### config.mk
export PLATFORM = sky130hd
export DESIGN_NAME = cast_message_protobuf_decoder_core_flat
export DESIGN_NICKNAME = d
export VERILOG_FILES = /design/src/rtl/cmpd_pkg.sv /design/src/rtl/cmpd_if.sv /design/src/rtl/cmpd_parser.sv /design/src/rtl/cast_message_protobuf_decoder_core.sv /design/src/flat_wrapper.sv
export SDC_FILE = /design/constraint.sdc
export NUM_CORES = 1
export LEC_CHECK = 0
export BUFFER_PORTS_ARGS = -buffer_cell sky130_fd_sc_hd__buf_4
export CORE_UTILIZATION = 27
export DETAILED_ROUTE_END_ITERATION = 8
export PLACE_DENSITY_LB_ADDON = 0.25
export SYNTH_ARGS = -nofsm -noshare
export SYNTH_HDL_FRONTEND = slang
export SYNTH_SLANG_ARGS = --single-unit
### constraint.sdc
create_clock -name clk -period 6.46 [get_ports clk]
set_input_delay 0.969 -clock clk [delete_from_list [all_inputs] [get_ports clk]]
set_output_delay 0.969 -clock clk [all_outputs]
set_load 0.01 [all_outputs]
### src/rtl/cmpd_pkg.sv
// Package for the cast message protobuf decoder.
// Holds field and error codes, parser phase type, result struct and capacity helpers.
// No dependencies.
package cmpd_pkg;

    localparam int unsigned SOURCE_CAP    = 128;
    localparam int unsigned DEST_CAP      = 128;
    localparam int unsigned NAMESPACE_CAP = 128;
    localparam int unsigned PAYLOAD_CAP   = 4096;

    localparam logic [3:0] VARINT_MAX_BYTES = 4'd10;

    // wire types
    localparam logic [2:0] WT_VARINT  = 3'd0;
    localparam logic [2:0] WT_FIXED64 = 3'd1;
    localparam logic [2:0] WT_LEN     = 3'd2;
    localparam logic [2:0] WT_FIXED32 = 3'd5;

    // protobuf field numbers of the streamed strings
    localparam logic [31:0] TAG_SOURCE    = 32'd2;
    localparam logic [31:0] TAG_DEST      = 32'd3;
    localparam logic [31:0] TAG_NAMESPACE = 32'd4;
    localparam logic [31:0] TAG_PAYLOAD   = 32'd6;

    // output field codes
    localparam logic [2:0] FLD_NONE      = 3'd0;
    localparam logic [2:0] FLD_SOURCE    = 3'd1;
    localparam logic [2:0] FLD_DEST      = 3'd2;
    localparam logic [2:0] FLD_NAMESPACE = 3'd3;
    localparam logic [2:0] FLD_PAYLOAD   = 3'd4;

    // error codes
    localparam logic [2:0] ERR_NONE     = 3'd0;
    localparam logic [2:0] ERR_TRUNC    = 3'd1;
    localparam logic [2:0] ERR_LONG     = 3'd2;
    localparam logic [2:0] ERR_WIRE     = 3'd3;
    localparam logic [2:0] ERR_STR_LONG = 3'd4;
    localparam logic [2:0] ERR_MISSING  = 3'd5;

    typedef enum logic [4:0] {
        PH_TAG    = 5'b00001,
        PH_VARVAL = 5'b00010,
        PH_LEN    = 5'b00100,
        PH_SKIP   = 5'b01000,
        PH_STR    = 5'b10000
    } phase_t;

    typedef struct packed {
        logic [7:0] out_byte;
        logic [2:0] out_field;
        logic       byte_valid;
        logic       field_start;
        logic       msg_done;
        logic       msg_ok;
        logic [2:0] err_code;
    } res_t;

    function automatic logic [2:0] field_code(input logic [31:0] num);
        logic [2:0] code;
        code = FLD_NONE;
        if (num == TAG_SOURCE)
            code = FLD_SOURCE;
        else if (num == TAG_DEST)
            code = FLD_DEST;
        else if (num == TAG_NAMESPACE)
            code = FLD_NAMESPACE;
        else if (num == TAG_PAYLOAD)
            code = FLD_PAYLOAD;
        return code;
    endfunction

    function automatic logic [63:0] field_cap(input logic [2:0] code);
        logic [63:0] cap;
        if (code == FLD_SOURCE)
            cap = 64'(SOURCE_CAP);
        else if (code == FLD_DEST)
            cap = 64'(DEST_CAP);
        else if (code == FLD_NAMESPACE)
            cap = 64'(NAMESPACE_CAP);
        else
            cap = 64'(PAYLOAD_CAP);
        return cap;
    endfunction

endpackage

### src/rtl/cmpd_if.sv
// Valid/ready channel interfaces for the decoder: byte input and result output.
// Depends on cmpd_pkg.
interface cmpd_in_if
    import cmpd_pkg::*;
();
    logic       valid;
    logic       ready;
    logic [7:0] in_byte;
    logic       last_byte;

    modport source (output valid, output in_byte, output last_byte, input ready);
    modport sink   (input valid, input in_byte, input last_byte, output ready);
endinterface

interface cmpd_out_if
    import cmpd_pkg::*;
();
    logic       valid;
    logic       ready;
    logic [7:0] out_byte;
    logic [2:0] out_field;
    logic       byte_valid;
    logic       field_start;
    logic       msg_done;
    logic       msg_ok;
    logic [2:0] err_code;

    modport source (output valid, output out_byte, output out_field, output byte_valid,
                    output field_start, output msg_done, output msg_ok, output err_code,
                    input ready);
    modport sink   (input valid, input out_byte, input out_field, input byte_valid,
                    input field_start, input msg_done, input msg_ok, input err_code,
                    output ready);
endinterface

### src/rtl/cmpd_parser.sv
// Wire format parser: holds the decode state and computes one result per accepted byte.
// Depends on cmpd_pkg.
module cmpd_parser
    import cmpd_pkg::*;
(
    input  logic       clk,
    input  logic       rst_n,
    input  logic       accept,
    input  logic [7:0] in_byte,
    input  logic       last_byte,
    output res_t       res
);

    phase_t      phase_reg, phase_next, phase_cur;
    logic [3:0]  seen_reg, seen_next, seen_inc;
    logic [63:0] acc_reg, acc_next, acc_val, shifted;
    logic [5:0]  shamt;
    logic [2:0]  target_reg, target_next;
    logic [63:0] owed_reg, owed_next, owed_dec;
    logic [3:0]  flags_reg, flags_next;
    logic        fbp_reg, fbp_next;
    logic [2:0]  err_reg, err_next, err_fin;
    logic [1:0]  tidx;

    always_comb
    begin
        unique case (phase_reg)
            PH_VARVAL, PH_LEN, PH_SKIP, PH_STR: phase_cur = phase_reg;
            default:                            phase_cur = PH_TAG;
        endcase
    end

    assign shamt    = 6'({2'b00, seen_reg} * 6'd7);
    assign shifted  = {56'd0, 1'b0, in_byte[6:0]} << shamt;
    assign acc_val  = acc_reg | shifted;
    assign seen_inc = seen_reg + 4'd1;
    assign owed_dec = (owed_reg == 64'd0) ? 64'd0 : owed_reg - 64'd1;
    assign tidx     = 2'(target_reg - 3'd1);

    always_comb
    begin
        phase_next  = phase_cur;
        seen_next   = seen_reg;
        acc_next    = acc_reg;
        target_next = target_reg;
        owed_next   = owed_reg;
        flags_next  = flags_reg;
        fbp_next    = fbp_reg;
        err_next    = err_reg;
        err_fin     = ERR_NONE;
        res         = '0;

        if (err_reg == ERR_NONE)
        begin
            priority if (phase_cur == PH_SKIP)
            begin
                owed_next = owed_dec;
                if (owed_dec == 64'd0)
                    phase_next = PH_TAG;
            end
            else if (phase_cur == PH_STR)
            begin
                if (target_reg != FLD_NONE && target_reg <= FLD_PAYLOAD)
                begin
                    res.out_byte   = in_byte;
                    res.out_field  = target_reg;
                    res.byte_valid = 1'b1;
                    if (fbp_reg)
                    begin
                        if (in_byte != 8'd0)
                            flags_next[tidx] = 1'b1;
                        fbp_next = 1'b0;
                    end
                end
                owed_next = owed_dec;
                if (owed_dec == 64'd0)
                begin
                    phase_next  = PH_TAG;
                    target_next = FLD_NONE;
                end
            end
            else
            begin
                // varint byte: tag, varint value or length
                acc_next  = acc_val;
                seen_next = seen_inc;
                if (!in_byte[7])
                begin
                    acc_next  = 64'd0;
                    seen_next = 4'd0;
                    priority if (phase_cur == PH_VARVAL)
                    begin
                        phase_next = PH_TAG;
                    end
                    else if (phase_cur == PH_LEN)
                    begin
                        if (target_reg != FLD_NONE)
                        begin
                            if (acc_val >= field_cap(target_reg))
                            begin
                                err_next = ERR_STR_LONG;
                            end
                            else
                            begin
                                res.out_field   = target_reg;
                                res.field_start = 1'b1;
                                flags_next[tidx] = 1'b0;
                                if (acc_val == 64'd0)
                                begin
                                    phase_next  = PH_TAG;
                                    target_next = FLD_NONE;
                                end
                                else
                                begin
                                    phase_next = PH_STR;
                                    owed_next  = acc_val;
                                    fbp_next   = 1'b1;
                                end
                            end
                        end
                        else if (acc_val == 64'd0)
                        begin
                            phase_next = PH_TAG;
                        end
                        else
                        begin
                            phase_next = PH_SKIP;
                            owed_next  = acc_val;
                        end
                    end
                    else
                    begin
                        priority if (acc_val[2:0] == WT_VARINT)
                        begin
                            phase_next = PH_VARVAL;
                        end
                        else if (acc_val[2:0] == WT_FIXED64)
                        begin
                            phase_next = PH_SKIP;
                            owed_next  = 64'd8;
                        end
                        else if (acc_val[2:0] == WT_FIXED32)
                        begin
                            phase_next = PH_SKIP;
                            owed_next  = 64'd4;
                        end
                        else if (acc_val[2:0] == WT_LEN)
                        begin
                            phase_next  = PH_LEN;
                            target_next = field_code(acc_val[34:3]);
                        end
                        else
                        begin
                            err_next = ERR_WIRE;
                        end
                    end
                end
                else if (seen_inc >= VARINT_MAX_BYTES)
                begin
                    err_next = ERR_LONG;
                end
            end
        end

        if (last_byte)
        begin
            priority if (err_next != ERR_NONE)
                err_fin = err_next;
            else if (phase_next != PH_TAG || seen_next != 4'd0)
                err_fin = ERR_TRUNC;
            else if (flags_next != 4'hF)
                err_fin = ERR_MISSING;
            else
                err_fin = ERR_NONE;
            res.msg_done = 1'b1;
            res.msg_ok   = (err_fin == ERR_NONE);
            res.err_code = err_fin;
            // start the next message from scratch
            phase_next  = PH_TAG;
            seen_next   = 4'd0;
            acc_next    = 64'd0;
            target_next = FLD_NONE;
            owed_next   = 64'd0;
            flags_next  = 4'd0;
            fbp_next    = 1'b0;
            err_next    = ERR_NONE;
        end
    end

    always_ff @(posedge clk or negedge rst_n)
    begin
        if (!rst_n)
        begin
            phase_reg  <= PH_TAG;
            seen_reg   <= 4'd0;
            acc_reg    <= 64'd0;
            target_reg <= FLD_NONE;
            owed_reg   <= 64'd0;
            flags_reg  <= 4'd0;
            fbp_reg    <= 1'b0;
            err_reg    <= ERR_NONE;
        end
        else if (accept)
        begin
            phase_reg  <= phase_next;
            seen_reg   <= seen_next;
            acc_reg    <= acc_next;
            target_reg <= target_next;
            owed_reg   <= owed_next;
            flags_reg  <= flags_next;
            fbp_reg    <= fbp_next;
            err_reg    <= err_next;
        end
    end

    a_last_clears: assert property (@(posedge clk) disable iff (!rst_n)
        (accept && last_byte) |=>
            (phase_reg == PH_TAG && seen_reg == 4'd0 && flags_reg == 4'd0 &&
             err_reg == ERR_NONE))
        else $error("state not cleared after final beat");

    a_err_sticky: assert property (@(posedge clk) disable iff (!rst_n)
        (err_reg != ERR_NONE && !(accept && last_byte)) |=> (err_reg == $past(err_reg)))
        else $error("latched error changed before final beat");

    a_str_target: assert property (@(posedge clk) disable iff (!rst_n)
        (phase_reg == PH_STR) |-> (target_reg != FLD_NONE && owed_reg != 64'd0))
        else $error("string phase without target or remaining length");

endmodule

### src/rtl/cast_message_protobuf_decoder_core.sv
// Latency: a result beat is valid the cycle after its input beat is accepted.
// Throughput: one input beat per cycle; the output register takes a new result
// in the same cycle that the held one is taken, so only a stalled sink slows input.
// Reset: rst_n clears the parse state, error latch and field flags and empties the
// output register; the first beat after reset starts a new message.
// Top level of the decoder; depends on cmpd_pkg, cmpd_if and cmpd_parser.
module cast_message_protobuf_decoder_core
    import cmpd_pkg::*;
(
    input  logic        clk,
    input  logic        rst_n,
    cmpd_in_if.sink     in_ch,
    cmpd_out_if.source  out_ch
);

    logic accept;
    res_t res;
    res_t res_reg;
    logic out_valid_reg;

    assign in_ch.ready = !out_valid_reg || out_ch.ready;
    assign accept      = in_ch.valid && in_ch.ready;

    cmpd_parser u_parser (
        .clk       (clk),
        .rst_n     (rst_n),
        .accept    (accept),
        .in_byte   (in_ch.in_byte),
        .last_byte (in_ch.last_byte),
        .res       (res)
    );

    always_ff @(posedge clk or negedge rst_n)
    begin
        if (!rst_n)
            out_valid_reg <= 1'b0;
        else if (accept)
            out_valid_reg <= 1'b1;
        else if (out_ch.ready)
            out_valid_reg <= 1'b0;
    end

    // hold the result beat until taken
    always_ff @(posedge clk)
    begin
        if (accept)
            res_reg <= res;
    end

    assign out_ch.valid       = out_valid_reg;
    assign out_ch.out_byte    = res_reg.out_byte;
    assign out_ch.out_field   = res_reg.out_field;
    assign out_ch.byte_valid  = res_reg.byte_valid;
    assign out_ch.field_start = res_reg.field_start;
    assign out_ch.msg_done    = res_reg.msg_done;
    assign out_ch.msg_ok      = res_reg.msg_ok;
    assign out_ch.err_code    = res_reg.err_code;

    a_accept_shows: assert property (@(posedge clk) disable iff (!rst_n)
        accept |=> out_valid_reg)
        else $error("accepted beat produced no result");

    a_stall_keeps_valid: assert property (@(posedge clk) disable iff (!rst_n)
        (out_valid_reg && !out_ch.ready) |=> out_valid_reg)
        else $error("result beat dropped while stalled");

    a_stall_keeps_data: assert property (@(posedge clk) disable iff (!rst_n)
        (out_valid_reg && !out_ch.ready) |=> $stable(res_reg))
        else $error("result beat changed while stalled");

endmodule

### src/flat_wrapper.sv
// flat-port wrapper written by rule: the top's interface ports become plain ports
module cast_message_protobuf_decoder_core_flat import cmpd_pkg::*;
  (clk, rst_n, in_ch_valid, in_ch_in_byte, in_ch_last_byte, in_ch_ready, out_ch_valid, out_ch_out_byte, out_ch_out_field, out_ch_byte_valid, out_ch_field_start, out_ch_msg_done, out_ch_msg_ok, out_ch_err_code, out_ch_ready);
  cmpd_in_if in_ch_i ();
  cmpd_out_if out_ch_i ();
  input  logic clk;
  input  logic rst_n;
  input wire logic [$bits(in_ch_i.valid)-1:0] in_ch_valid;
  input wire logic [$bits(in_ch_i.in_byte)-1:0] in_ch_in_byte;
  input wire logic [$bits(in_ch_i.last_byte)-1:0] in_ch_last_byte;
  output wire logic [$bits(in_ch_i.ready)-1:0] in_ch_ready;
  output wire logic [$bits(out_ch_i.valid)-1:0] out_ch_valid;
  output wire logic [$bits(out_ch_i.out_byte)-1:0] out_ch_out_byte;
  output wire logic [$bits(out_ch_i.out_field)-1:0] out_ch_out_field;
  output wire logic [$bits(out_ch_i.byte_valid)-1:0] out_ch_byte_valid;
  output wire logic [$bits(out_ch_i.field_start)-1:0] out_ch_field_start;
  output wire logic [$bits(out_ch_i.msg_done)-1:0] out_ch_msg_done;
  output wire logic [$bits(out_ch_i.msg_ok)-1:0] out_ch_msg_ok;
  output wire logic [$bits(out_ch_i.err_code)-1:0] out_ch_err_code;
  input wire logic [$bits(out_ch_i.ready)-1:0] out_ch_ready;
  assign in_ch_i.valid = in_ch_valid;
  assign in_ch_i.in_byte = in_ch_in_byte;
  assign in_ch_i.last_byte = in_ch_last_byte;
  assign in_ch_ready = in_ch_i.ready;
  assign out_ch_valid = out_ch_i.valid;
  assign out_ch_out_byte = out_ch_i.out_byte;
  assign out_ch_out_field = out_ch_i.out_field;
  assign out_ch_byte_valid = out_ch_i.byte_valid;
  assign out_ch_field_start = out_ch_i.field_start;
  assign out_ch_msg_done = out_ch_i.msg_done;
  assign out_ch_msg_ok = out_ch_i.msg_ok;
  assign out_ch_err_code = out_ch_i.err_code;
  assign out_ch_i.ready = out_ch_ready;
  cast_message_protobuf_decoder_core u_core (.clk(clk), .rst_n(rst_n), .in_ch(in_ch_i), .out_ch(out_ch_i));
endmodule
# --- After elaboration in Yosys (flattened, before gate mapping) ---
# Index checks and enable logic that the tools add are counted.
word_totals:
  rom_bits: 0
  latch_bits: 0
  elab_cells: 228
  ramBits: 0
  inputBits: 13
  regBits: 167
  memories: 0
op_classes:
  n_mux: 124
  n_lt_le_gt_ge: 5
  n_div: 0
  bitwise: 9
  multipliers: 1
  addsub: 3
  n_shift: 1
  n_eq_ne: 38
  n_reduce_logical: 31
ops:
  columns: ["cell", "count"]
  rows:
  - ["$mux 64", 26]
  - ["$logic_not 64->1", 3]
  - ["$mux 3", 43]
  - ["$mux 5", 17]
  - ["$mux 4", 19]
  - ["$eq 32x2->1 const B", 2]
  - ["$eq 32x3->1 const B", 2]
  - ["$ge 64x64->1", 1]
  - ["$or 64x64->64", 1]
  - ["$shl 7x6->64", 1]
  - ["$sub 64x1->64 const B", 1]
  - ["$mux 13", 3]
  - ["$ne 4x4->1 const B", 7]
  - ["$mux 1", 15]
  - ["$reduce_and 13->1", 1]
  - ["$ne 3x3->1 const B", 4]
  - ["$reduce_bool 3->1", 4]
  - ["$eq 5x2->1 const B", 2]
  - ["$eq 5x3->1 const B", 2]
  - ["$eq 5x4->1 const B", 2]
  - ["$eq 5x5->1 const B", 2]
  - ["$reduce_and 10->1", 1]
  - ["$eq 3x2->1 const B", 3]
  - ["$logic_not 3->1", 3]
  - ["35 further kinds", 47]

# --- Logic depth before layout (Yosys ltp) ---
logic_depth:
  depth_word: 27
  depth_mapped: 25

# --- Modules after synthesis ---
# From an unflattened synthesis, not the netlist that was laid out.
hier_totals:
  hier_cells: 1401
  area_unflattened_um2: 11607.4
by_module_without_submodules:
  columns: ["module", "cells_per_inst", "area_each_um2", "seq_area_each_um2", "instances"]
  rows:
  - ["cmpd_parser", 1379, 11013.1, 3704.8, 1]
  - ["cast_message_protobuf_decoder_core", 22, 594.3, 565.5, 1]

# --- Least setup slack after synthesis ---
# Ideal clock, no wire load.
synth_timing:
  kind: "reg-to-reg"
  from: "register u_core.u_parser.seen_reg[0]"
  to: "register u_core.res_reg (netlist bit u_core.out_ch.err_code[0]) (data pin)"
  t_required_ns: 6.199
  t_arrival_ns: 5.427
  synth_period_minus_slack_ns: 5.687
  stages_incl_launch_ff: 19
  setup_slack_ns: 0.773
  setup_time_ns: 0.261
  path_buffers: 2
  cell_sequence: "dfrtp_1 > buf_2 > inv_2 > fa_1 > inv_1 > ha_1 > inv_1 > fa_1 > clkbuf_1 > and2_1 > a22oi_1 > o21ai_1 > o41a_1 > or4b_4 > nor4_4 > nand2_2 > o41a_1 > or4_4 > o311a_1"
synth_between:
  elab_chain_cells: 19
synth_lines:
  columns: ["element", "line", "source"]
  rows:
  - ["start: declaration", "cmpd_parser.sv:15", "logic [3:0] seen_reg, seen_next, seen_inc;"]
  - ["start signal: assignment", "cmpd_parser.sv:206", "seen_reg <= seen_next;"]
  - ["branches (longest 17 deep; another with $ge 64x64->1)", null, null]
  - ["$mux 3 (*)", "cmpd_parser.sv:167", "priority if (err_next != ERR_NONE)"]
  - ["$mux 3 (*)", "cmpd_parser.sv:165", "if (last_byte)"]
  - ["end signal: assignment", "cast_message_protobuf_decoder_core.sv:47", "res_reg <= res;"]
  - ["end: declaration", "cast_message_protobuf_decoder_core.sv:18", "res_t res_reg;"]
# Every way passes the cells marked *. The select of a mux whose other input is x is not followed.
# A chain may end at the register's enable or synchronous reset.

# --- Worst setup path in the final report ---
layout_timing:
  from: "register u_core.u_parser.seen_reg[1]"
  to: "register u_core.u_parser.owed_reg[53]"
layout_between:
  elab_chain_cells: 14
layout_lines:
  columns: ["element", "line", "source"]
  rows:
  - ["$mul 4x3->6 (*)", "cmpd_parser.sv:33", "assign shamt = 6'({2'b00, seen_reg} * 6'd7);"]
  - ["$shl 7x6->64 (*)", "cmpd_parser.sv:34", "assign shifted = {56'd0, 1'b0, in_byte[6:0]} << shamt;"]
  - ["$or 64x64->64 (*)", "cmpd_parser.sv:35", "assign acc_val = acc_reg | shifted;"]
  - ["branches (longest 11 deep; another with $ge 64x64->1)", null, null]
  - ["end signal: assignment", "cmpd_parser.sv:209", "owed_reg <= owed_next;"]
  - ["end: declaration", "cmpd_parser.sv:19", "logic [63:0] owed_reg, owed_next, owed_dec;"]
# Marks and branches as above.

==> run metrics <==
status completed; Synth Flop Type dfrtp_1; Internal 3020 µW; DRC 0; postcts setup bufs 0; register area share after synthesis 36.6%; Via density 5.94; Worst-Margin Slew 1.08 ns; Clock Path Buffers 2; Critical path buffers and inverters 5; CTS buffer count 17; Synth Cell Area 11,700 µm²; antenna violations before repair 0; RSZ-0062 raised after global routing false; share of total power in combinational logic 62.1%; Nets 1,451; fillers 4,460; largest net degree at the start of global routing 90; Crit path top cell by count inv_1; Max Clock Freq 0.163 GHz; hpwl dp 34,400 µm; vias 11,900; fin util 31.6%; Max H-tree Level 4; fin. max-slew vios 0; R2R setup slack 0.33 ns; IO Pins 33; die height 210 µm; Total Neg Setup Slack 0 ns; switching fraction of total power 52.6%; synthesized flop and latch total 167; max cap viols 0; min Tclk post-route 6.13 ns; Die Width 210 µm; Initial DRT Pass Iterations 5; placed cells 1,979; first-pass GRT wire length 72,700 µm; Worst Hold Launch u_core.u_parser.acc_reg[34]$_DFFE_PN0P_; CP arrival 6.54 ns; R2R depth 18; port bufs 32; HP Class register to register; row count 75; CP top delay family compound AO/OA/AOI/OAI gates; GPL Wtd Cong 0.970; RR Startpoint u_core.u_parser.seen_reg[1]$_DFFE_PN0P_; post-route insts no fill 2,011; Power Dens Cells 475 nW/µm²; VDD IR-drop max 0.305 mV; worst path cell trace inv_1 > fa_1 > inv_1 > ha_1 > inv_1 > fa_2 > and3_1 > a2bb2oi_1 > a21bo_2 > o41a_1 > or4b_4 > nor4_4 > a311oi_1 > o31ai_4 > buf_4 > and2_1 > buf_6 > a221o_1; Total Die Area 44,100 µm²; CTS tree done; WL final 47,600 µm; Syn Inst Count 1,404; clk_lat worst skew 0.48 ns; clock share of power 17.6%; Post-synth ARST share 89.2%; Routed Antenna Nets 0; crit-path max cell delay 0.57 ns; Clock Tree Root clkbuf_16; worst clock skew 0.0197 ns; sequential share of power 20.3%; most frequent cells in the layout nor2_1, dfrtp_1, a21oi_1; GR Util All Layers 21.7%; post-synthesis cell type count 88; CP startpoint kind register; DR WL/cell 23.7 µm; critical path endpoint category register; iteration-0 DRC count of the detailed router 1,316; Post-synth EDFFs 18; Pleak 0.00577 µW; final setup fails 0; critical-path maximum fanout 38; Hold EP u_core.u_parser.acc_reg[34]$_DFFE_PN0P_; Initial Util 27.6%; mean post-synth cell area 8.32 µm²; Clk pin slew, worst setup/hold paths 0.08 ns; YS warnings 0; syn nets 1,434; Final period util 95.0%; Diodes inserted 0; area of the core 42,300 µm²; P_sw 3340 µW; vias in the first global route 11,400; Critical Path RT 6.86 ns; layout cells sized above 1 11.6%; Worst R2R End u_core.u_parser.owed_reg[53]$_DFFE_PN0P_; # clock sinks 167; most common cell after layout, fill and taps aside nor2_1; WS Path Type register to register; Critical Path Slowest Stage Cell or4b_4; Final Hold Viols 0; gr ovfl total 0; relative max-transition margin 27.4%; Area growth syn-to-layout 14.6%; Worst Hold Depth 2
==> per-layer routing <==
layer  part of all wire (%)  vias up  GRT usage (%)
li1                       -     5359              -
met1                     45     6040           29.8
met2                     45      458           33.8
met3                    6.0       89           3.35
met4                    3.8        0           9.69
met5                      0        -              0
==> synthesized netlist by cell type, types with 12 or more instances <==
| cell type | instances | area (µm²) |
|---|---|---|
| a21oi_1 | 126 | 631 |
| edfxtp_1 | 18 | 541 |
| and2_1 | 21 | 131 |
| nor2_1 | 165 | 619 |
| nor4_1 | 50 | 313 |
| o211ai_1 | 16 | 120 |
| nand4_1 | 23 | 144 |
| a31oi_1 | 22 | 138 |
| xnor2_1 | 24 | 210 |
| nor3_1 | 60 | 300 |
| o21ai_0 | 57 | 285 |
| inv_1 | 40 | 150 |
| dfrtp_1 | 148 | 3700 |
| clkbuf_1 | 78 | 293 |
| or4_1 | 13 | 97.6 |
| nand2_1 | 92 | 345 |
| o22ai_1 | 37 | 231 |
| and3_1 | 12 | 75.1 |
| or2_2 | 13 | 81.3 |
| nand3_1 | 46 | 230 |
| nand2b_1 | 14 | 87.6 |
| ha_1 | 13 | 163 |
| or3_1 | 18 | 113 |
| xor2_1 | 18 | 158 |
| a22o_1 | 36 | 315 |
==> kinds of logic after synthesis <==
kind of cell	share of synthesized area, %
XOR/XNOR	3.15
AO/OA/AOI/OAI	25.4
AND/OR/NAND/NOR	26.2
buffers and inverters	4.49
adder cells (fa/ha/maj)	2.08
flip-flops	36.6
multiplexers	2.14
==> metrics by stage <==
| stage | worst slack, ns | hold WS (ns) | instance area (µm²) | total power [µW] |
|---|---|---|---|---|
| CTS | 0.216 | 0.503 | 13400 | 6290 |
| global placement | 0.359 | 0.474 | 12800 | 5150 |
| floorplan | 0.773 | 0.450 | 11700 | 3710 |
| detailed placement | 0.256 | 0.485 | 12800 | 5150 |
| global route | 0.0639 | 0.512 | 13400 | 6690 |
| finish | 0.325 | 0.508 | 13400 | 6360 |
==> worst max-delay path by stage <==
stage / startpoint / end / slack, ns / cells after the start
finish: u_core.u_parser.seen_reg[1]$_DFFE_PN0P_ / u_core.u_parser.owed_reg[53]$_DFFE_PN0P_ / 0.33 / 18
global route: u_core.u_parser.seen_reg[1]$_DFFE_PN0P_ / u_core.u_parser.owed_reg[53]$_DFFE_PN0P_ / 0.06 / 18
CTS: u_core.u_parser.seen_reg[1]$_DFFE_PN0P_ / u_core.u_parser.owed_reg[53]$_DFFE_PN0P_ / 0.22 / 18
detailed placement: u_core.u_parser.seen_reg[1]$_DFFE_PN0P_ / u_core.u_parser.owed_reg[13]$_DFFE_PN0P_ / 0.26 / 18
global placement: u_core.u_parser.seen_reg[1]$_DFFE_PN0P_ / u_core.u_parser.owed_reg[63]$_DFFE_PN0P_ / 0.36 / 18
floorplan: u_core.u_parser.seen_reg[0]$_DFFE_PN0P_ / u_core.out_ch.err_code[0]$_SDFFCE_PN0P_ / 0.77 / 18
==> what timing repair did <==
action                     in CTS  in global routing
hold buffers                    0                  0
setup endpoints to repair       0                 40
gates resized for setup         0                  2
==> area by class of cell <==
type	count	area, µm²	area share (%)
clock buffer	17	425	3.18
clock inverter	15	206	1.54
inverter	41	154	1.15
multi-input combinational	1104	6920	51.6
sequential	167	4270	31.9
tap	577	722	5.39
timing repair buffer	90	696	5.20
==> worst min-delay path: stages (launching register included) <==
cell,delay [ns]
dfrtp_1,0.35
nand2_1,0.05
o21ai_0,0.07
==> power groups by stage <==
stage	logic (µW)	registers, µW	clock network (µW)
detailed placement	3840	1310	0
floorplan	2440	1270	0
CTS	3860	1290	1140
global placement	3850	1300	0
global route	4200	1310	1180
finish	3950	1290	1120
Power figures use the tool's default switching activity.
